### config.mk
export PLATFORM = sky130hd
export DESIGN_NAME = hkrt_out_stage_flat
export DESIGN_NICKNAME = d
export VERILOG_FILES = /design/src/rtl/hkrt_pkg.sv /design/src/rtl/hkrt_if.sv /design/src/rtl/hkrt_out_stage.sv /design/src/flat_wrapper.sv
export VERILOG_INCLUDE_DIRS = /design/src /design/src/rtl
export SDC_FILE = /design/constraint.sdc
export NUM_CORES = 1
export LEC_CHECK = 0
export BUFFER_PORTS_ARGS = -buffer_cell sky130_fd_sc_hd__buf_2
export CORE_UTILIZATION = 30
export DETAILED_ROUTE_END_ITERATION = 7
export PLACE_DENSITY = 0.74
export SLEW_MARGIN = 10
export SYNTH_ARGS = -nofsm -noshare
export SYNTH_HDL_FRONTEND = slang
export SYNTH_SLANG_ARGS = --single-unit
### constraint.sdc
create_clock -name clk -period 3.5 [get_ports clk]
set_clock_uncertainty 0.2 [all_clocks]
set_input_delay 0.525 -clock clk [delete_from_list [all_inputs] [get_ports clk]]
set_output_delay 0.525 -clock clk [all_outputs]
set_load 0.01 [all_outputs]
### src/rtl/hid_keyboard_report_tracker_core_macros.svh
// Assertion helpers for the keyboard report tracker.
`ifndef HID_KEYBOARD_REPORT_TRACKER_CORE_MACROS_SVH
`define HID_KEYBOARD_REPORT_TRACKER_CORE_MACROS_SVH

`ifndef SYNTH

// Checked at every clock edge outside reset.
`define HKRT_ASSERT(lbl, prop, msg) \
  lbl: assert property (@(posedge clk) disable iff (!rst_n) (prop)) else $error(msg);

// Checked at every clock edge, reset included.
`define HKRT_ASSERT_ALWAYS(lbl, prop, msg) \
  lbl: assert property (@(posedge clk) (prop)) else $error(msg);

`else

`define HKRT_ASSERT(lbl, prop, msg)
`define HKRT_ASSERT_ALWAYS(lbl, prop, msg)

`endif

`endif

### src/rtl/hkrt_pkg.sv
package hkrt_pkg;

  // Report geometry
  localparam int MAX_SLOTS     = 6;
  localparam int KEY_SLOTS_DEF = 6;
  localparam int CNT_W         = 3;

  // Special scancodes
  localparam logic [7:0] GRAB_RELEASE_CODE = 8'h69;

  localparam logic [7:0] SC_LCTRL  = 8'h25;
  localparam logic [7:0] SC_LSHIFT = 8'h32;
  localparam logic [7:0] SC_LALT   = 8'h40;
  localparam logic [7:0] SC_LMETA  = 8'h85;
  localparam logic [7:0] SC_RCTRL  = 8'h69;
  localparam logic [7:0] SC_RSHIFT = 8'h3e;
  localparam logic [7:0] SC_RALT   = 8'h6c;
  localparam logic [7:0] SC_RMETA  = 8'h87;

  // Event mode codes
  localparam logic MODE_PRESS   = 1'b0;
  localparam logic MODE_RELEASE = 1'b1;

  // Event held in the input register
  typedef struct packed {
    logic       vld;
    logic       mode;
    logic [7:0] scancode;
    logic       auto_repeat;
  } pipe_evt_t;

  // One report as it leaves the tracker
  typedef struct packed {
    logic [7:0]                modifier_mask;
    logic [MAX_SLOTS-1:0][7:0] slot_usage;
    logic [CNT_W-1:0]          held_count;
    logic                      release_grab;
  } report_t;

  // Modifier bit for a scancode, zero for ordinary keys
  function automatic logic [7:0] modifier_bit(input logic [7:0] code);
    logic [7:0] bits;
    unique case (code)
      SC_LCTRL:  bits = 8'h01;
      SC_LSHIFT: bits = 8'h02;
      SC_LALT:   bits = 8'h04;
      SC_LMETA:  bits = 8'h08;
      SC_RCTRL:  bits = 8'h10;
      SC_RSHIFT: bits = 8'h20;
      SC_RALT:   bits = 8'h40;
      SC_RMETA:  bits = 8'h80;
      default:   bits = 8'h00;
    endcase
    return bits;
  endfunction

  // HID usage for an X11 scancode, zero when it is not a report key
  function automatic logic [7:0] usage_of(input logic [7:0] code);
    logic [7:0] u;
    unique case (code)
      8'h09: u = 8'h29;
      8'h0a: u = 8'h1e; 8'h0b: u = 8'h1f; 8'h0c: u = 8'h20; 8'h0d: u = 8'h21;
      8'h0e: u = 8'h22; 8'h0f: u = 8'h23; 8'h10: u = 8'h24; 8'h11: u = 8'h25;
      8'h12: u = 8'h26; 8'h13: u = 8'h27; 8'h14: u = 8'h2d; 8'h15: u = 8'h2e;
      8'h16: u = 8'h2a; 8'h17: u = 8'h2b;
      8'h18: u = 8'h14; 8'h19: u = 8'h1a; 8'h1a: u = 8'h08; 8'h1b: u = 8'h15;
      8'h1c: u = 8'h17; 8'h1d: u = 8'h1c; 8'h1e: u = 8'h18; 8'h1f: u = 8'h0c;
      8'h20: u = 8'h12; 8'h21: u = 8'h13; 8'h22: u = 8'h2f; 8'h23: u = 8'h30;
      8'h24: u = 8'h28;
      8'h26: u = 8'h04; 8'h27: u = 8'h16; 8'h28: u = 8'h07; 8'h29: u = 8'h09;
      8'h2a: u = 8'h0a; 8'h2b: u = 8'h0b; 8'h2c: u = 8'h0d; 8'h2d: u = 8'h0e;
      8'h2e: u = 8'h0f; 8'h2f: u = 8'h33; 8'h30: u = 8'h34; 8'h31: u = 8'h35;
      8'h33: u = 8'h31; 8'h5e: u = 8'h64;
      8'h34: u = 8'h1d; 8'h35: u = 8'h1b; 8'h36: u = 8'h06; 8'h37: u = 8'h19;
      8'h38: u = 8'h05; 8'h39: u = 8'h11; 8'h3a: u = 8'h10; 8'h3b: u = 8'h36;
      8'h3c: u = 8'h37; 8'h3d: u = 8'h38;
      8'h3f: u = 8'h55; 8'h41: u = 8'h2c; 8'h42: u = 8'h39;
      8'h43: u = 8'h3a; 8'h44: u = 8'h3b; 8'h45: u = 8'h3c; 8'h46: u = 8'h3d;
      8'h47: u = 8'h3e; 8'h48: u = 8'h3f; 8'h49: u = 8'h40; 8'h4a: u = 8'h41;
      8'h4b: u = 8'h42; 8'h4c: u = 8'h43; 8'h4d: u = 8'h53; 8'h4e: u = 8'h47;
      8'h4f: u = 8'h5f; 8'h50: u = 8'h60; 8'h51: u = 8'h61; 8'h52: u = 8'h56;
      8'h53: u = 8'h5c; 8'h54: u = 8'h5d; 8'h55: u = 8'h5e; 8'h56: u = 8'h57;
      8'h57: u = 8'h59; 8'h58: u = 8'h5a; 8'h59: u = 8'h5b; 8'h5a: u = 8'h62;
      8'h5b: u = 8'h63;
      8'h5f: u = 8'h44; 8'h60: u = 8'h45; 8'h68: u = 8'h58; 8'h6a: u = 8'h54;
      8'h6b: u = 8'h46;
      8'h6e: u = 8'h4a; 8'h6f: u = 8'h52; 8'h70: u = 8'h4b; 8'h71: u = 8'h50;
      8'h72: u = 8'h4f; 8'h73: u = 8'h4d; 8'h74: u = 8'h51; 8'h75: u = 8'h4e;
      8'h76: u = 8'h49; 8'h77: u = 8'h4c; 8'h7f: u = 8'h48;
      default: u = 8'h00;
    endcase
    return u;
  endfunction

endpackage

### src/rtl/hkrt_if.sv


// Report channel
interface hkrt_out_if;
  logic       valid;
  logic       ready;
  logic [7:0] modifier_mask;
  logic [7:0] slot0_usage;
  logic [7:0] slot1_usage;
  logic [7:0] slot2_usage;
  logic [7:0] slot3_usage;
  logic [7:0] slot4_usage;
  logic [7:0] slot5_usage;
  logic [2:0] held_count;
  logic       release_grab;

  modport source (
    output valid, modifier_mask, slot0_usage, slot1_usage, slot2_usage,
           slot3_usage, slot4_usage, slot5_usage, held_count, release_grab,
    input  ready
  );
  modport sink (
    input  valid, modifier_mask, slot0_usage, slot1_usage, slot2_usage,
           slot3_usage, slot4_usage, slot5_usage, held_count, release_grab,
    output ready
  );
endinterface

### src/rtl/hkrt_out_stage.sv
`include "hid_keyboard_report_tracker_core_macros.svh"

module hkrt_out_stage (
  input  logic              clk,
  input  logic              rst_n,
  input  hkrt_pkg::pipe_evt_t evt,
  input  logic              rpt_vld,
  input  hkrt_pkg::report_t rpt,
  output logic              adv,
  hkrt_out_if.source        out_ch
);
  import hkrt_pkg::*;

  logic    vld_r, vld_nxt;
  report_t rpt_r;

  // Move the held event on when the result register is empty or its result is taken
  assign adv = evt.vld && (!vld_r || out_ch.ready);

  always_comb begin
    vld_nxt = vld_r;
    if (adv) begin
      vld_nxt = rpt_vld;
    end else if (out_ch.ready) begin
      vld_nxt = 1'b0;
    end
  end

  always_ff @(posedge clk) begin
    if (!rst_n) begin
      vld_r <= 1'b0;
    end else begin
      vld_r <= vld_nxt;
    end
  end

  // Load the report on advance
  always_ff @(posedge clk) begin
    if (adv) begin
      rpt_r <= rpt;
    end
  end

  assign out_ch.valid         = vld_r;
  assign out_ch.modifier_mask = rpt_r.modifier_mask;
  assign out_ch.slot0_usage   = rpt_r.slot_usage[0];
  assign out_ch.slot1_usage   = rpt_r.slot_usage[1];
  assign out_ch.slot2_usage   = rpt_r.slot_usage[2];
  assign out_ch.slot3_usage   = rpt_r.slot_usage[3];
  assign out_ch.slot4_usage   = rpt_r.slot_usage[4];
  assign out_ch.slot5_usage   = rpt_r.slot_usage[5];
  assign out_ch.held_count    = rpt_r.held_count;
  assign out_ch.release_grab  = rpt_r.release_grab;

  `HKRT_ASSERT_ALWAYS(a_no_adv_in_reset, !rst_n |=> !vld_r, "result valid right after reset")
  `HKRT_ASSERT(a_repeat_silent, adv && evt.auto_repeat |=> !vld_r, "autorepeat produced a result")

endmodule

### src/flat_wrapper.sv
// flat-port wrapper written by rule: the top's interface ports become plain ports
module hkrt_out_stage_flat import hkrt_pkg::*;
  (clk, rst_n, evt, rpt_vld, rpt, adv, out_ch_valid, out_ch_modifier_mask, out_ch_slot0_usage, out_ch_slot1_usage, out_ch_slot2_usage, out_ch_slot3_usage, out_ch_slot4_usage, out_ch_slot5_usage, out_ch_held_count, out_ch_release_grab, out_ch_ready);
  hkrt_out_if out_ch_i ();
  input  logic clk;
  input  logic rst_n;
  input  hkrt_pkg::pipe_evt_t evt;
  input  logic rpt_vld;
  input  hkrt_pkg::report_t rpt;
  output logic adv;
  output wire logic [$bits(out_ch_i.valid)-1:0] out_ch_valid;
  output wire logic [$bits(out_ch_i.modifier_mask)-1:0] out_ch_modifier_mask;
  output wire logic [$bits(out_ch_i.slot0_usage)-1:0] out_ch_slot0_usage;
  output wire logic [$bits(out_ch_i.slot1_usage)-1:0] out_ch_slot1_usage;
  output wire logic [$bits(out_ch_i.slot2_usage)-1:0] out_ch_slot2_usage;
  output wire logic [$bits(out_ch_i.slot3_usage)-1:0] out_ch_slot3_usage;
  output wire logic [$bits(out_ch_i.slot4_usage)-1:0] out_ch_slot4_usage;
  output wire logic [$bits(out_ch_i.slot5_usage)-1:0] out_ch_slot5_usage;
  output wire logic [$bits(out_ch_i.held_count)-1:0] out_ch_held_count;
  output wire logic [$bits(out_ch_i.release_grab)-1:0] out_ch_release_grab;
  input wire logic [$bits(out_ch_i.ready)-1:0] out_ch_ready;
  assign out_ch_valid = out_ch_i.valid;
  assign out_ch_modifier_mask = out_ch_i.modifier_mask;
  assign out_ch_slot0_usage = out_ch_i.slot0_usage;
  assign out_ch_slot1_usage = out_ch_i.slot1_usage;
  assign out_ch_slot2_usage = out_ch_i.slot2_usage;
  assign out_ch_slot3_usage = out_ch_i.slot3_usage;
  assign out_ch_slot4_usage = out_ch_i.slot4_usage;
  assign out_ch_slot5_usage = out_ch_i.slot5_usage;
  assign out_ch_held_count = out_ch_i.held_count;
  assign out_ch_release_grab = out_ch_i.release_grab;
  assign out_ch_i.ready = out_ch_ready;
  hkrt_out_stage u_core (.clk(clk), .rst_n(rst_n), .evt(evt), .rpt_vld(rpt_vld), .rpt(rpt), .adv(adv), .out_ch(out_ch_i));
endmodule
==> reports/summary.log <==
INFO  run_status     run_status=finished, final reports clean
INFO  synth          mappedNetlistArea=1846um^2
INFO  setup_path     cp.required=2770ps
INFO  global_routing antenna_violations_before_repair=0
INFO  die            io_pins=137
INFO  route          met2_wirelength=1637um
INFO  cts            post-cts-setup-buffers=0
INFO  synth          synth.net_count=140
INFO  sta            fin_setup_tns=0ps
INFO  cts            worst_setup_hold_path_clk_slew=60ps
INFO  setup_path     regToRegEndpoint=u_core.out_ch.modifier_mask[3]$_DFFE_PP_
INFO  cts            hold_buffer_count_at_cts=0
INFO  sta            fmax=0.5504GHz
INFO  power_and_ir_drop worst_ir_drop_vdd=0.0002919V
INFO  synth          synthDistinctLibCells=6
INFO  final_layout   layout_stage_area_growth_over_the_synthesis_result=50.85%
INFO  final_layout   nets=278
INFO  cts            ctsResizeCount=0
INFO  setup_path     start_kind=input pin
INFO  synth          synth_top_family_by_area=simple AND/OR/NAND/NOR gates
INFO  route          detail_route.wirelength=3487um
INFO  route          wire_per_inst=12.32um
INFO  global_routing grt_first_pass_wirelength=4899um
INFO  synth          synth_simple_gate_area_share=0.8814%
INFO  route          drt_pre_antenna_iters=4
INFO  sta            worst-slew-pin-transition=718.5ps
INFO  sta            setup_repair_after_global_routing_missed_its_margin=no
INFO  setup_path     worst-path-max-fanout=2
INFO  cts            clkLatencyLatePin=320ps
INFO  die            fp.coreArea=5921um^2
INFO  route          route.met3.wl=356um
INFO  setup_path     cpMaxStageDelayCell=sky130_fd_sc_hd__and2_2
INFO  synth          post_synth_inst_count=65
INFO  hold_path      worst_hold_path_ep=u_core.out_ch.slot1_usage[0]$_DFFE_PP_
INFO  synth          synthTopCellsByArea=sky130_fd_sc_hd__edfxtp_1, sky130_fd_sc_hd__dfxtp_1, sky130_fd_sc_hd__a21boi_1, sky130_fd_sc_hd__and2_1, sky130_fd_sc_hd__nand2b_1
INFO  synth          synth-seq-area-share=98.71%
INFO  job            drv_cap=0
INFO  power_and_ir_drop power.density=581.0nW/um^2
INFO  hold_path      worstHoldPathType=in -> reg
INFO  die            die_width=80.43um
INFO  power_and_ir_drop totalPowerFinal=1.617mW
INFO  route          drtAntennaViolNets=0
INFO  synth          synth.largest_area_cell=sky130_fd_sc_hd__edfxtp_1
INFO  route          highest_metal_layer_used_by_the_detailed_router=met4
INFO  setup_path     worstPathCellList=buf_2 > nand2b_1 > and2_2 > buf_2
INFO  setup_path     worst_path_dominant_cell_family=simple AND/OR/NAND/NOR gates
INFO  setup_path     reg2reg_depth=3
INFO  setup_path     startpoint_of_the_worst_register_to_register_path=u_core.out_ch.valid$_SDFFE_PN0P_
INFO  cts            clock_path_buffers=2
INFO  synth          avgSynthCellArea=28.39um^2
INFO  final_layout   antenna_cells=0
INFO  route          detailedRoute.firstIterationViolations=27
INFO  synth          postSynthRegisterBits=61
INFO  final_layout   layout-drive-gt1-share=67.79%
INFO  sta            setup_ws=1683ps
INFO  sta            slew_violations=0
INFO  setup_path     count_of_buffer_and_inverter_cells_on_the_critical_path=2
INFO  global_routing total_global_routing_overflow=0
INFO  hold_path      worst_hold_path.num_cells=1
INFO  synth          post_synth_fa_ha_maj_area_fraction=0%
INFO  synth          post_synth_mux_area_share=0%
INFO  sta            fin_crit_sh=51.91%
INFO  synth          synth_warnings=0
INFO  synth          synth_compound_gate_area_share=0.4068%
INFO  cts            cts-buffers-inserted=9
INFO  synth          post_synth_xor_area_fraction=0%
INFO  sta            max-slew-margin-rel=52.10%
INFO  power_and_ir_drop total_leakage_power=1.208nW
INFO  hold_path      worst_hold_startpoint=rpt[12]
INFO  sta            finalSetupViolations=0
INFO  place          io_buffer_count=126
INFO  global_routing via_count_of_the_first_global_routing_pass=1,117
INFO  setup_path     path_common_cell=sky130_fd_sc_hd__buf_2
INFO  die            start_util=31.17%
INFO  die            floorplan.die_area=6469um^2
INFO  setup_path     cp.arrival=1090ps
INFO  route          drc=0
INFO  route          drt-vias-per-instance=4.007
INFO  die            placementRows=28
INFO  cts            master_cell_of_the_clock_root_buffer=sky130_fd_sc_hd__clkbuf_8
INFO  route          dr_total_vias=1,134
INFO  setup_path     rrSetupSlack=1790ps
INFO  place          post-place-ws=1459ps
INFO  place          routabilityCongestion=0.6350
INFO  setup_path     cp_slowest_stage_delay=200ps
INFO  cts            cts.sinks=61
INFO  setup_path     crit_type=in -> out
INFO  setup_path     crit_path_end_kind=output pin
INFO  global_routing pin_count_of_the_biggest_net_entering_global_routing=61
INFO  sta            fin_hold_viols=0
INFO  route          drt-met1-wl=1406um
INFO  synth          netlist.area_leader.share=97.63%
INFO  cts            cts_tree=done
INFO  sta            final_period_minus_worst_setup_slack=1817ps
INFO  die            die-height=80.43um
INFO  cts            h-tree-depth=3
INFO  global_routing groute.usage.overall=10.95%
==> how the worst max path moves through the flow <==
stage	startpoint	to	slack [ps]	cells past startpoint
after floorplan	out_ch_ready	adv	660	2
after detailed placement	out_ch_ready	u_core.out_ch.slot5_usage[3]$_DFFE_PP_	1460	4
final	out_ch_ready	adv	1680	4
after global placement	out_ch_ready	u_core.out_ch.slot5_usage[2]$_DFFE_PP_	1490	4
after CTS	out_ch_ready	adv	1680	4
after global routing	out_ch_ready	adv	1660	4
==> state kept, by name, indices dropped and copies added (netlist names) <==
name / flops
u_core.out_ch.modifier_mask: 8
u_core.out_ch.slot0_usage: 8
u_core.out_ch.slot1_usage: 8
u_core.out_ch.slot2_usage: 8
u_core.out_ch.slot3_usage: 8
u_core.out_ch.slot4_usage: 8
u_core.out_ch.slot5_usage: 8
u_core.out_ch.held_count: 3
u_core.out_ch.release_grab: 1
u_core.out_ch.valid: 1
==> cell usage after synthesis, drive strengths merged <==
cell type and instances:
a21boi 1, nand2 1, dfxtp 1, nand2b 1
and2 1, edfxtp 60
==> cell families (layout without fill, tap and decap cells) <==
kind of cell,count (synthesis),in the layout
AOI/OAI and AO/OA,1,1
DFF,61,61
buffers and inverters,0,143
and+or+nand+nor,3,3
==> layout make-up <==
cell class                      instances  area, um^2
Tap cell                               75       93.84
Timing Repair Buffer                  127       638.1
Clock buffer                           10       127.6
Fill cell                             543        3137
Multi-Input combinational cell          4       25.02
Clock inverter                          6       77.57
Sequential cell                        61        1822
==> layer usage <==
layer | global-route usage (%) | up-vias
met3 | 4.545 | 10
met2 | 16.27 | 81
met5 | 0 | -
met1 | 12.21 | 508
met4 | 8.929 | 0
li1 | - | 535
==> power by group <==
group / switching, mW / internal [mW] / leakage [nW] / total (mW)
sequential: 0.00919 / 0.854 / 0.592 / 0.863
clock: 0.246 / 0.394 / 0.105 / 0.640
combinational: 0.0618 / 0.0530 / 0.511 / 0.115
==> layout by cell type, fill, tap and decap left out, types with 2 or more instances in the layout <==
cell type,count
sky130_fd_sc_hd__edfxtp_1,60
sky130_fd_sc_hd__clkbuf_8,9
sky130_fd_sc_hd__bufinv_16,2
sky130_fd_sc_hd__clkinv_1,2
sky130_fd_sc_hd__buf_2,126
sky130_fd_sc_hd__clkinv_2,2
==> through the flow <==
| step | std cells | hold WS (ps) | utilization [%] | instance area, um^2 |
|---|---|---|---|---|
| 5_1_grt | 283 | 145.4 | 47.02 | 2784 |
| 2_1_floorplan | 65 | 303.6 | - | 1846 |
| 3_5_place_dp | 267 | 289.7 | 43.55 | 2579 |
| 3_3_place_gp | 267 | 268.9 | 43.55 | 2579 |
| 4_1_cts | 283 | 144.6 | 47.02 | 2784 |
| 6_report | 283 | 171.3 | 47.02 | 2784 |
==> worst reg2reg max path, delay by kind of cell, from the launching register on <==
family / cells / cell delay (ps)
buffers and inverters: 1 / 570
DFF: 1 / 310
and+or+nand+nor: 2 / 230
No activity file was read; power rests on OpenSTA's default activity.
