File: src/rtl/hid_keyboard_report_tracker_core_macros.svh
// Assertion helpers for the keyboard report tracker.
`ifndef HID_KEYBOARD_REPORT_TRACKER_CORE_MACROS_SVH
`define HID_KEYBOARD_REPORT_TRACKER_CORE_MACROS_SVH

`ifndef SYNTH

// Checked at every clock edge outside reset.
`define HKRT_ASSERT(lbl, prop, msg) \
  lbl: assert property (@(posedge clk) disable iff (!rst_n) (prop)) else $error(msg);

// Checked at every clock edge, reset included.
`define HKRT_ASSERT_ALWAYS(lbl, prop, msg) \
  lbl: assert property (@(posedge clk) (prop)) else $error(msg);

`else

`define HKRT_ASSERT(lbl, prop, msg)
`define HKRT_ASSERT_ALWAYS(lbl, prop, msg)

`endif

`endif

File: src/rtl/hkrt_pkg.sv
package hkrt_pkg;

  // Report geometry
  localparam int MAX_SLOTS     = 6;
  localparam int KEY_SLOTS_DEF = 6;
  localparam int CNT_W         = 3;

  // Special scancodes
  localparam logic [7:0] GRAB_RELEASE_CODE = 8'h69;

  localparam logic [7:0] SC_LCTRL  = 8'h25;
  localparam logic [7:0] SC_LSHIFT = 8'h32;
  localparam logic [7:0] SC_LALT   = 8'h40;
  localparam logic [7:0] SC_LMETA  = 8'h85;
  localparam logic [7:0] SC_RCTRL  = 8'h69;
  localparam logic [7:0] SC_RSHIFT = 8'h3e;
  localparam logic [7:0] SC_RALT   = 8'h6c;
  localparam logic [7:0] SC_RMETA  = 8'h87;

  // Event mode codes
  localparam logic MODE_PRESS   = 1'b0;
  localparam logic MODE_RELEASE = 1'b1;

  // Event held in the input register
  typedef struct packed {
    logic       vld;
    logic       mode;
    logic [7:0] scancode;
    logic       auto_repeat;
  } pipe_evt_t;

  // One report as it leaves the tracker
  typedef struct packed {
    logic [7:0]                modifier_mask;
    logic [MAX_SLOTS-1:0][7:0] slot_usage;
    logic [CNT_W-1:0]          held_count;
    logic                      release_grab;
  } report_t;

  // Modifier bit for a scancode, zero for ordinary keys
  function automatic logic [7:0] modifier_bit(input logic [7:0] code);
    logic [7:0] bits;
    unique case (code)
      SC_LCTRL:  bits = 8'h01;
      SC_LSHIFT: bits = 8'h02;
      SC_LALT:   bits = 8'h04;
      SC_LMETA:  bits = 8'h08;
      SC_RCTRL:  bits = 8'h10;
      SC_RSHIFT: bits = 8'h20;
      SC_RALT:   bits = 8'h40;
      SC_RMETA:  bits = 8'h80;
      default:   bits = 8'h00;
    endcase
    return bits;
  endfunction

  // HID usage for an X11 scancode, zero when it is not a report key
  function automatic logic [7:0] usage_of(input logic [7:0] code);
    logic [7:0] u;
    unique case (code)
      8'h09: u = 8'h29;
      8'h0a: u = 8'h1e; 8'h0b: u = 8'h1f; 8'h0c: u = 8'h20; 8'h0d: u = 8'h21;
      8'h0e: u = 8'h22; 8'h0f: u = 8'h23; 8'h10: u = 8'h24; 8'h11: u = 8'h25;
      8'h12: u = 8'h26; 8'h13: u = 8'h27; 8'h14: u = 8'h2d; 8'h15: u = 8'h2e;
      8'h16: u = 8'h2a; 8'h17: u = 8'h2b;
      8'h18: u = 8'h14; 8'h19: u = 8'h1a; 8'h1a: u = 8'h08; 8'h1b: u = 8'h15;
      8'h1c: u = 8'h17; 8'h1d: u = 8'h1c; 8'h1e: u = 8'h18; 8'h1f: u = 8'h0c;
      8'h20: u = 8'h12; 8'h21: u = 8'h13; 8'h22: u = 8'h2f; 8'h23: u = 8'h30;
      8'h24: u = 8'h28;
      8'h26: u = 8'h04; 8'h27: u = 8'h16; 8'h28: u = 8'h07; 8'h29: u = 8'h09;
      8'h2a: u = 8'h0a; 8'h2b: u = 8'h0b; 8'h2c: u = 8'h0d; 8'h2d: u = 8'h0e;
      8'h2e: u = 8'h0f; 8'h2f: u = 8'h33; 8'h30: u = 8'h34; 8'h31: u = 8'h35;
      8'h33: u = 8'h31; 8'h5e: u = 8'h64;
      8'h34: u = 8'h1d; 8'h35: u = 8'h1b; 8'h36: u = 8'h06; 8'h37: u = 8'h19;
      8'h38: u = 8'h05; 8'h39: u = 8'h11; 8'h3a: u = 8'h10; 8'h3b: u = 8'h36;
      8'h3c: u = 8'h37; 8'h3d: u = 8'h38;
      8'h3f: u = 8'h55; 8'h41: u = 8'h2c; 8'h42: u = 8'h39;
      8'h43: u = 8'h3a; 8'h44: u = 8'h3b; 8'h45: u = 8'h3c; 8'h46: u = 8'h3d;
      8'h47: u = 8'h3e; 8'h48: u = 8'h3f; 8'h49: u = 8'h40; 8'h4a: u = 8'h41;
      8'h4b: u = 8'h42; 8'h4c: u = 8'h43; 8'h4d: u = 8'h53; 8'h4e: u = 8'h47;
      8'h4f: u = 8'h5f; 8'h50: u = 8'h60; 8'h51: u = 8'h61; 8'h52: u = 8'h56;
      8'h53: u = 8'h5c; 8'h54: u = 8'h5d; 8'h55: u = 8'h5e; 8'h56: u = 8'h57;
      8'h57: u = 8'h59; 8'h58: u = 8'h5a; 8'h59: u = 8'h5b; 8'h5a: u = 8'h62;
      8'h5b: u = 8'h63;
      8'h5f: u = 8'h44; 8'h60: u = 8'h45; 8'h68: u = 8'h58; 8'h6a: u = 8'h54;
      8'h6b: u = 8'h46;
      8'h6e: u = 8'h4a; 8'h6f: u = 8'h52; 8'h70: u = 8'h4b; 8'h71: u = 8'h50;
      8'h72: u = 8'h4f; 8'h73: u = 8'h4d; 8'h74: u = 8'h51; 8'h75: u = 8'h4e;
      8'h76: u = 8'h49; 8'h77: u = 8'h4c; 8'h7f: u = 8'h48;
      default: u = 8'h00;
    endcase
    return u;
  endfunction

endpackage

File: src/rtl/hkrt_if.sv
// Key event channel
interface hkrt_in_if;
  logic       valid;
  logic       ready;
  logic       mode;
  logic [7:0] scancode;
  logic       auto_repeat;

  modport source (output valid, mode, scancode, auto_repeat, input ready);
  modport sink   (input valid, mode, scancode, auto_repeat, output ready);
endinterface


File: src/rtl/hkrt_in_stage.sv
module hkrt_in_stage (
  input  logic               clk,
  input  logic               rst_n,
  hkrt_in_if.sink            in_ch,
  input  logic               adv,
  output hkrt_pkg::pipe_evt_t evt
);
  import hkrt_pkg::*;

  logic       vld_r, vld_nxt;
  logic       mode_r;
  logic [7:0] scancode_r;
  logic       auto_repeat_r;
  logic       take;

  // Accept while empty or while the held event moves on
  assign in_ch.ready = !vld_r || adv;
  assign take        = in_ch.valid && in_ch.ready;

  always_comb begin
    vld_nxt = vld_r;
    if (take) begin
      vld_nxt = 1'b1;
    end else if (adv) begin
      vld_nxt = 1'b0;
    end
  end

  always_ff @(posedge clk) begin
    if (!rst_n) begin
      vld_r <= 1'b0;
    end else begin
      vld_r <= vld_nxt;
    end
  end

  // Capture the event on transfer
  always_ff @(posedge clk) begin
    if (take) begin
      mode_r        <= in_ch.mode;
      scancode_r    <= in_ch.scancode;
      auto_repeat_r <= in_ch.auto_repeat;
    end
  end

  assign evt.vld         = vld_r;
  assign evt.mode        = mode_r;
  assign evt.scancode    = scancode_r;
  assign evt.auto_repeat = auto_repeat_r;

endmodule

File: src/flat_wrapper.sv
// flat-port wrapper written by rule: the top's interface ports become plain ports
module hkrt_in_stage_flat import hkrt_pkg::*;
  (clk, rst_n, adv, evt, in_ch_valid, in_ch_mode, in_ch_scancode, in_ch_auto_repeat, in_ch_ready);
  hkrt_in_if in_ch_i ();
  input  logic clk;
  input  logic rst_n;
  input  logic adv;
  output hkrt_pkg::pipe_evt_t evt;
  input wire logic [$bits(in_ch_i.valid)-1:0] in_ch_valid;
  input wire logic [$bits(in_ch_i.mode)-1:0] in_ch_mode;
  input wire logic [$bits(in_ch_i.scancode)-1:0] in_ch_scancode;
  input wire logic [$bits(in_ch_i.auto_repeat)-1:0] in_ch_auto_repeat;
  output wire logic [$bits(in_ch_i.ready)-1:0] in_ch_ready;
  assign in_ch_i.valid = in_ch_valid;
  assign in_ch_i.mode = in_ch_mode;
  assign in_ch_i.scancode = in_ch_scancode;
  assign in_ch_i.auto_repeat = in_ch_auto_repeat;
  assign in_ch_ready = in_ch_i.ready;
  hkrt_in_stage u_core (.clk(clk), .rst_n(rst_n), .in_ch(in_ch_i), .adv(adv), .evt(evt));
endmodule
File: config.mk
export PLATFORM = sky130hd
export DESIGN_NAME = hkrt_in_stage_flat
export DESIGN_NICKNAME = d
export VERILOG_FILES = /design/src/rtl/hid_keyboard_report_tracker_core_macros.svh /design/src/rtl/hkrt_pkg.sv /design/src/rtl/hkrt_if.sv /design/src/rtl/hkrt_in_stage.sv /design/src/flat_wrapper.sv
export SDC_FILE = /design/constraint.sdc
export NUM_CORES = 1
export LEC_CHECK = 0
export BUFFER_PORTS_ARGS = -buffer_cell sky130_fd_sc_hd__buf_2
export CORE_MARGIN = 4
export CORE_UTILIZATION = 25
export DETAILED_ROUTE_END_ITERATION = 7
export MAX_ROUTING_LAYER = met4
export SLEW_MARGIN = 25
export SYNTH_ARGS = -nofsm -noshare
export SYNTH_HDL_FRONTEND = slang
export SYNTH_SLANG_ARGS = --single-unit
File: constraint.sdc
create_clock -name clk -period 2.06 [get_ports clk]
set_input_delay 0.412 -clock clk [delete_from_list [all_inputs] [get_ports clk]]
set_output_delay 0.412 -clock clk [all_outputs]
set_load 0.005 [all_outputs]
==> metrics, run 1 <==
Post-route DRC 0; Clock power frac 32.5%; Lkg Pwr 0.000239 µW; status finished, final reports clean; fin. max-slew vios 0; most frequent cells in the layout buf_2, edfxtp_1, clkbuf_4; TritonCTS Buffers 3; CTS sink cnt 11; GRT overflow 0; Yosys cell types 7; worst-path fanout max 3; Setup crit start kind register; drt total wl 740 µm; setup TNS 0 ns; Slew @ Worst Pin 0.142 ns; Logic pwr share 8.4%; relative slew slack 90.5%; CP Data Required Time 1.65 ns; Cell Area, Synth 380 µm²; # port buffers 25; Mapped Nets 32; commonest non-fill, non-tap cell in the layout buf_2; die width 47.0 µm; Die Y-Extent 47.0 µm; worst min path class primary input to register; placed cell count 55; first-pass GRT wire length 1070 µm; CP Capture Type primary output; Die ar. 0.00221 mm²; Reg clk slew, reported paths 0.07 ns; Yosys reg bits 11; Total Routing Usage GR 7.95%; Area Overhead vs Synth 38.8%; Final Hold Fails 0; VDD IR max 422 µV; Vias 231; Reg2Reg Depth 2; sequential share of power 59.1%; CTS tree built; final setup vio count 0; FP Rows 13; RePlAce Congestion 0.594; 1st-pass router iterations 2; H-tree levels 1; P_sw 89.5 µW; Crit Path Category register to primary output; Clock Tree Root clkbuf_4; period utilization 60.8%; fin cells 59; Final ANT Viol Nets 0; Initial Util 27.8%; CTS Hold Buffers Added 0; Clock Skew 0.00401 ns; cell count after synthesis 18; # nets final 59; fmax 0.798 GHz; Net Sw Frac 20.1%; n_diodes 0; post-CTS setup buffer count 0; layout cells sized above 1 70.5%; Yosys warnings 0; largest net degree at the start of global routing 11; via count of the first global-routing pass 249; maximum clock insertion buffer count 2; area of the core 0.00137 mm²; clk_lat worst skew 0.27 ns; routed vias/inst 3.92; Max-cap violations 0; drt initial violations 4; initial antenna violation count 0; register area share after synthesis 84.2%; Arr. time, crit path 0.84 ns; minimum clock period 1.25 ns; WHS Path Cells 1; Avg Cell Area, Syn 21.1 µm²; I/O pin cnt 26; internal power 355 µW; Avg WL per Cell 12.5 µm; Resized cells post-CTS 0; RSZ-0062 raised after global routing no; Power Dens Cells 841 mW/mm²
worst max-delay path: stages (launching register included):
cell,delay (ns)
dfxtp_1,0.38
nand2b_4,0.07
buf_2,0.12
flip-flops by register name, summed over array words and instances, names as in the netlist:
register	flops
u_core.scancode_r	8
u_core.mode_r	1
u_core.vld_r	1
u_core.auto_repeat_r	1
stage by stage:
stage	area (µm²)	worst slack [ns]	util, %	hold slack [ns]	total power, µW
floorplan	380	1.03	-	0.491	283
global placement	502	0.884	36.7	0.496	305
detailed placement	502	0.878	36.7	0.502	306
CTS	528	0.781	38.6	0.310	452
global route	528	0.767	38.6	0.304	468
finish	528	0.807	38.6	0.319	444
metal layers:
metal / share of wire, % / track usage, % / wire length [µm] / vias up
li1: - / - / - / 114
met1: 33 / 7.13 / 242 / 104
met2: 56 / 13.6 / 418 / 13
met3: 11 / 5.75 / 78 / 0
met4: 0 / 1.66 / 0 / 0
met5: 0 / - / 0 / -
path summary, 6_finish.rpt:
path,start,endpoint,slack (ns)
min reg2reg,u_core.vld_r,u_core.vld_r,0.51
min,in_ch_mode,u_core.mode_r,0.32
max reg2reg,u_core.vld_r,u_core.scancode_r[7],1.12
max,u_core.vld_r,in_ch_ready,0.81
final cells by class:
| cell class | count | area, µm² |
|---|---|---|
| clock buffers | 4 | 26.3 |
| inverters | 1 | 3.75 |
| flip-flops and latches | 11 | 320 |
| multi-input cells | 3 | 33.8 |
| repair buffers | 25 | 125 |
| well taps | 15 | 18.8 |
| fillers | 148 | 838 |
power by group through the flow:
stage | logic [µW] | clock network (µW) | registers, µW
after global routing | 42.1 | 163 | 263
after global placement | 37.6 | 0 | 267
after CTS | 38.6 | 150 | 263
after detailed placement | 38.3 | 0 | 268
final | 37.4 | 144 | 262
after floorplan | 14.7 | 0 | 269
kinds of logic (layout without fill, tap and decap cells):
kind of cell           Yosys count  count (layout)  share of synthesized area [%]
AO/OA/AOI/OAI                    1               1                           2.96
AND/OR/NAND/NOR                  2               2                           5.92
flip-flops                      11              11                           84.2
buffers and inverters            4              30                           6.91
cell usage after synthesis:
master     n  area share (%)
a21boi_2   1             3.0
buf_4      3             5.9
nand2b_4   1             3.6
and2_4     1             2.3
edfxtp_1  10              79
inv_1      1            0.99
dfxtp_1    1             5.3
No activity file was read; power rests on OpenSTA's default activity.
==> run 2: changes to the inputs <==
--- a/config.mk
+++ b/config.mk
@@ -5,6 +5,7 @@
 export SDC_FILE = /design/constraint.sdc
 export NUM_CORES = 1
 export LEC_CHECK = 0
+export ABC_AREA = 1
 export BUFFER_PORTS_ARGS = -buffer_cell sky130_fd_sc_hd__buf_2
 export CORE_MARGIN = 4
 export CORE_UTILIZATION = 25
==> constraint.sdc (replaced) <==
create_clock -name clk -period 1.3 [get_ports clk]
set_input_delay 0.26 -clock clk [delete_from_list [all_inputs] [get_ports clk]]
set_output_delay 0.26 -clock clk [all_outputs]
set_load 0.005 [all_outputs]
==> run 2 against run 1 <==
  * Via count is 3.5% higher
  * Cell count is 5.1% higher
  * Sequential cell count stayed put
  * Sequential power is 58% higher
  * Critical path type unchanged
  * Highest routed layer is now met4
==> metrics, run 2 <==
Reg clk slew, reported paths 0.07 ns; status finished, final reports clean; CP Capture Type primary output; Synth area leader edfxtp_1; reg-to-reg startpoint u_core.vld_r; Slew @ Worst Pin 0.125 ns; Mapped Nets 34; Synth area leaders edfxtp_1, buf_4, dfxtp_1, a21oi_2, inv_1; reg2reg setup slack 0.33 ns; most frequent cell after synthesis edfxtp_1; Yosys cell types 8; register area share after synthesis 85.6%; area of the core 0.00135 mm²; Resized cells post-CTS 0; Clock Skew 0.00148 ns; n_diodes 0; minimum clock period 1.08 ns; Yosys reg bits 11; CTS sink cnt 11; Cell Area, Synth 374 µm²; post-CTS setup buffer count 0; Reg2Reg Depth 2; Die Y-Extent 46.7 µm; # nets final 62; post-synth top area share 80.3%; Crit Path Category register to primary output; CP Data Required Time 1.04 ns; # port buffers 25; maximum clock insertion buffer count 2; most frequent cells in the layout buf_2, edfxtp_1, clkbuf_4; Post-Synth Adder-Cell Area 0%; layout cells sized above 1 68.1%; Initial Util 27.7%; Final Hold Fails 0; Cell Chain, Critical Path nand2_2 -> buf_2; number of synthesized flops with an enable pin 10; largest family of logic cells by synthesized area buffers and inverters; 1st-pass router iterations 2; Die ar. 0.00218 mm²; Post-route DRC 0; cell count after synthesis 20; drt total wl 734 µm; CTS Hold Buffers Added 0; CP max stage delay 0.36 ns; largest net degree at the start of global routing 11; worst min path class primary input to register; first-pass GRT wire length 952 µm; filler cell count 131; relative slew slack 91.6%; period utilization 83.3%; Setup crit start kind register; VDD IR max 355 µV; Synth Flop Type edfxtp_1; ys async rst share 0%; TritonCTS Buffers 3; Total Routing Usage GR 7.58%; WHS Path Cells 1; routed vias/inst 3.85; largest reg by FF count u_core.scancode_r; Final ANT Viol Nets 0; setup TNS 0 ns; die width 46.7 µm; commonest cells in the synthesized netlist edfxtp_1, buf_4, inv_1; critical hold path startpoint in_ch_scancode[1]; max FFs per register 8; fmax 0.924 GHz; mux contribution to synthesized area 0%; via count of the first global-routing pass 204; Vias 239; initial antenna violation count 0; Max-cap violations 0; RR Endpoint u_core.scancode_r[2]; Power Dens Cells 1330 mW/mm²; H-tree levels 1; Lkg Pwr 0.000243 µW; Avg Cell Area, Syn 18.7 µm²; Avg WL per Cell 11.8 µm; Arr. time, crit path 0.82 ns; Final Util 39.2%; fin. max-slew vios 0; post-synthesis compound-gate area fraction 3.68%; post-synthesis xor/xnor area fraction 0%; GRT overflow 0; clk_lat worst skew 0.26 ns; hold endpoint u_core.scancode_r[1]; RePlAce Congestion 0.640; final setup vio count 0; Worst path slowest cell dfxtp_1; CTS tree built; drt initial violations 1; simple logic cell fraction of the synthesized area 1.67%; RSZ-0062 raised after global routing no; FP Rows 13; I/O pin cnt 26; commonest non-fill, non-tap cell in the layout buf_2; Yosys warnings 0; Area Overhead vs Synth 41.5%; Clock Tree Root clkbuf_4; worst-path fanout max 3
run 2: changes by cell type in the layout (fill, tap and decap cells not counted), sizes merged:
cell,change
nand2,+1
a21boi,-1
and2,-1
a21oi,+2
buf,+1
nand2b,-1
inv,+2
run 2: cell families after synthesis:
family / count (synthesis)
flops: 11
buf+inv: 6
compound gates: 2
simple gates: 1
run 2: critical path: cells and delay by family (launching register included):
| kind | cells | cell delay [ns] |
|---|---|---|
| buf+inv | 1 | 0.12 |
| flops | 1 | 0.36 |
| simple gates | 1 | 0.07 |
run 2: power breakdown:
group          internal (µW)  total, µW  switching, µW
Clock                    119        228            109
Sequential               410        415           5.53
Combinational           32.3       60.0           27.7
Total                    561        703            142
run 2: metal layers:
layer / global-route usage, % / up-vias / part of all wire [%]
met3: 1.56 / 4 / 6.8
met1: 5.57 / 105 / 30
met4: 9.94 / 0 / 4.0
met5: - / - / 0
met2: 12.9 / 11 / 59
li1: - / 119 / -
run 2: how the worst max path moves through the flow:
stage	end	slack, ns	cells after the start	start
after floorplan	u_core.auto_repeat_r	0.04	1	u_core.vld_r
after global placement	u_core.scancode_r[7]	0.31	4	in_ch_valid
after detailed placement	u_core.scancode_r[7]	0.30	4	in_ch_valid
after CTS	in_ch_ready	0.21	2	u_core.vld_r
after global routing	in_ch_ready	0.17	2	u_core.vld_r
final	in_ch_ready	0.22	2	u_core.vld_r
run 2: area by class of cell:
type	count	area [µm²]	share of cell area [%]
clock buffers	4	26.3	4.96
inverters	3	11.3	2.13
multi-input cells	3	20.0	3.78
flip-flops and latches	11	320	60.5
well taps	15	18.8	3.55
repair buffers	26	133	25.1
run 2: through the flow:
step                area [µm²]  std cells  hold WS [ns]  total power [µW]  worst slack (ns)
floorplan                  374         20         0.359               447            0.0413
finish                     529         62         0.168               703             0.217
global route               529         62         0.164               728             0.172
global placement           503         58         0.438               482             0.311
CTS                        529         62         0.159               710             0.205
detailed placement         503         58         0.438               485             0.298
==> run 3: changes to the inputs <==
==> constraint.sdc (replaced) <==
create_clock -name clk -period 1.1 [get_ports clk]
set_input_delay 0.22 -clock clk [delete_from_list [all_inputs] [get_ports clk]]
set_output_delay 0.22 -clock clk [all_outputs]
set_load 0.005 [all_outputs]
==> run 3 against run 2 <==
  * Power grew 18%
  * Non-clock buffer count is the same
  * Highest routed layer is now met3
  * Die area is the same
  * Combinational power grew 32%
  * Sequential cell count is the same
  * First-iteration DRC count shrank 100%
  * Critical endpoint unchanged
  * Critical path depth is the same
  * Routed wire length shrank 0.95%
  * Cell area grew 3.3%
  * Worst hold slack lost 0.032 ns
  * Global-route usage grew 0.32 points
==> metrics, run 3 (synthesis gave the netlist of run 2 again) <==
status finished, final reports clean; fin. max-slew vios 0; commonest non-fill, non-tap cell in the layout buf_2; multi-input logic area 23.8 µm²; Vias 250; Reg2Reg Depth 2; worst-path fanout max 3; setup TNS 0 ns; n_diodes 0; final setup vio count 0; CTS tree built; Lkg Pwr 0.000248 µW; post-CTS setup buffer count 0; FF+latch area 322 µm²; drt total wl 727 µm; # nets final 62; Total Routing Usage GR 7.90%; Slew @ Worst Pin 0.154 ns; FP Rows 13; drt initial violations 0; Die ar. 0.00218 mm²; GRT overflow 0; Avg WL per Cell 11.7 µm; TritonCTS Buffers 3; worst min path class primary input to register; max FFs per register 8; H-tree levels 1; Max-cap violations 0; Cell Chain, Critical Path nand2_2 -> buf_2; Detail Placement HPWL 597 µm; largest reg by FF count u_core.scancode_r; Area Overhead vs Synth 46.2%; largest net degree at the start of global routing 11; layout cells sized above 1 72.3%; routed vias/inst 4.03; initial antenna violation count 0; Die Y-Extent 46.7 µm; Crit Path Category register to primary output; I/O pin cnt 26; reg2reg setup slack 0.15 ns; reg-to-reg startpoint u_core.vld_r; Final Hold Fails 0; VDD IR max 625 µV; RR Endpoint u_core.scancode_r[4]; minimum clock period 1.02 ns; CTS sink cnt 11; fmax 0.978 GHz; Power Dens Cells 1520 mW/mm²; Clock Tree Root clkbuf_4; # port buffers 25; 1st-pass router iterations 1; Initial Util 27.7%; Arr. time, crit path 0.80 ns; filler cell count 128; CP max stage delay 0.36 ns; RePlAce Congestion 0.597; cell class contributing the biggest share of worst-path delay flip-flops; Worst path slowest cell dfxtp_2; first-pass GRT wire length 1060 µm; buffers and inverters on the worst path 1; via count of the first global-routing pass 245; critical hold path startpoint in_ch_scancode[5]; clk_lat worst skew 0.25 ns; area of the core 0.00135 mm²; CP Capture Type primary output; hold endpoint u_core.scancode_r[5]; RSZ-0062 raised after global routing no; most frequent cells in the layout buf_2, edfxtp_1, clkbuf_4; Setup crit start kind register; Clock Skew 0.00186 ns; maximum clock insertion buffer count 2; Reg clk slew, reported paths 0.07 ns; Final ANT Viol Nets 0; Tot Pwr 831 µW; WHS Path Cells 1; Post-route DRC 0; relative slew slack 89.7%; period utilization 92.9%; CP Data Required Time 0.88 ns; die width 46.7 µm
-- run 3: changes by cell type in the layout (fill, tap and decap cells not counted) --
cell | before | now
dfxtp_2 | 0 | 1
a21oi_1 | 1 | 0
dfxtp_1 | 1 | 0
buf_4 | 1 | 0
a21oi_2 | 1 | 2
buf_12 | 0 | 1
-- run 3: final cells by class --
type / instances / share of cell area [%]
tap: 15 / 3.43
multi-input combinational: 3 / 4.35
timing repair buffer: 26 / 26.5
sequential: 11 / 58.8
inverter: 3 / 2.06
clock buffer: 4 / 4.81
-- run 3: metrics by stage --
step / util, % / std cells / hold slack, ns / setup WS (ns) / area [µm²]
final: 40.5 / 62 / 0.136 / 0.0777 / 547
after global routing: 40.5 / 62 / 0.124 / 0.0427 / 547
after CTS: 40.4 / 62 / 0.132 / 0.0239 / 546
after detailed placement: 38.5 / 58 / 0.399 / 0.146 / 519
after global placement: 38.5 / 58 / 0.401 / 0.151 / 519
after floorplan: - / 20 / 0.319 / 0.0632 / 378
-- run 3: how the worst max path moves through the flow --
| stage | start | endpoint | slack, ns | cells past startpoint |
|---|---|---|---|---|
| floorplan | u_core.vld_r | u_core.auto_repeat_r | 0.06 | 1 |
| global placement | u_core.vld_r | u_core.scancode_r[1] | 0.15 | 2 |
| detailed placement | in_ch_valid | u_core.scancode_r[3] | 0.15 | 4 |
| CTS | u_core.vld_r | in_ch_ready | 0.02 | 2 |
| global route | u_core.vld_r | in_ch_ready | 0.04 | 2 |
| finish | u_core.vld_r | in_ch_ready | 0.08 | 2 |
-- run 3: where the power goes --
part	switching (µW)	total, µW	internal (µW)
Clock	120	260	140
Sequential	7.56	492	485
Combinational	34.3	79.1	44.8
-- run 3: worst register-to-register path, stage by stage, from the launching register on --
cell and delay, ns:
dfxtp_2 0.34, a21oi_2 0.18, buf_12 0.15
-- run 3: layer usage --
layer	part of all wire (%)	vias to the layer above	track usage [%]	wire [µm]
met5	0	-	-	0
met4	0	0	4.97	0
met3	21	0	4.30	153
met2	36	23	10.4	259
met1	43	104	9.18	314
li1	-	123	-	-
-- run 3: what timing repair did --
action / CTS / global route
hold buffers: 0 / 0
endpoints found under the setup margin: 0 / 1
resized for setup: 0 / 1
endpoints found under the hold margin: 0 / 0
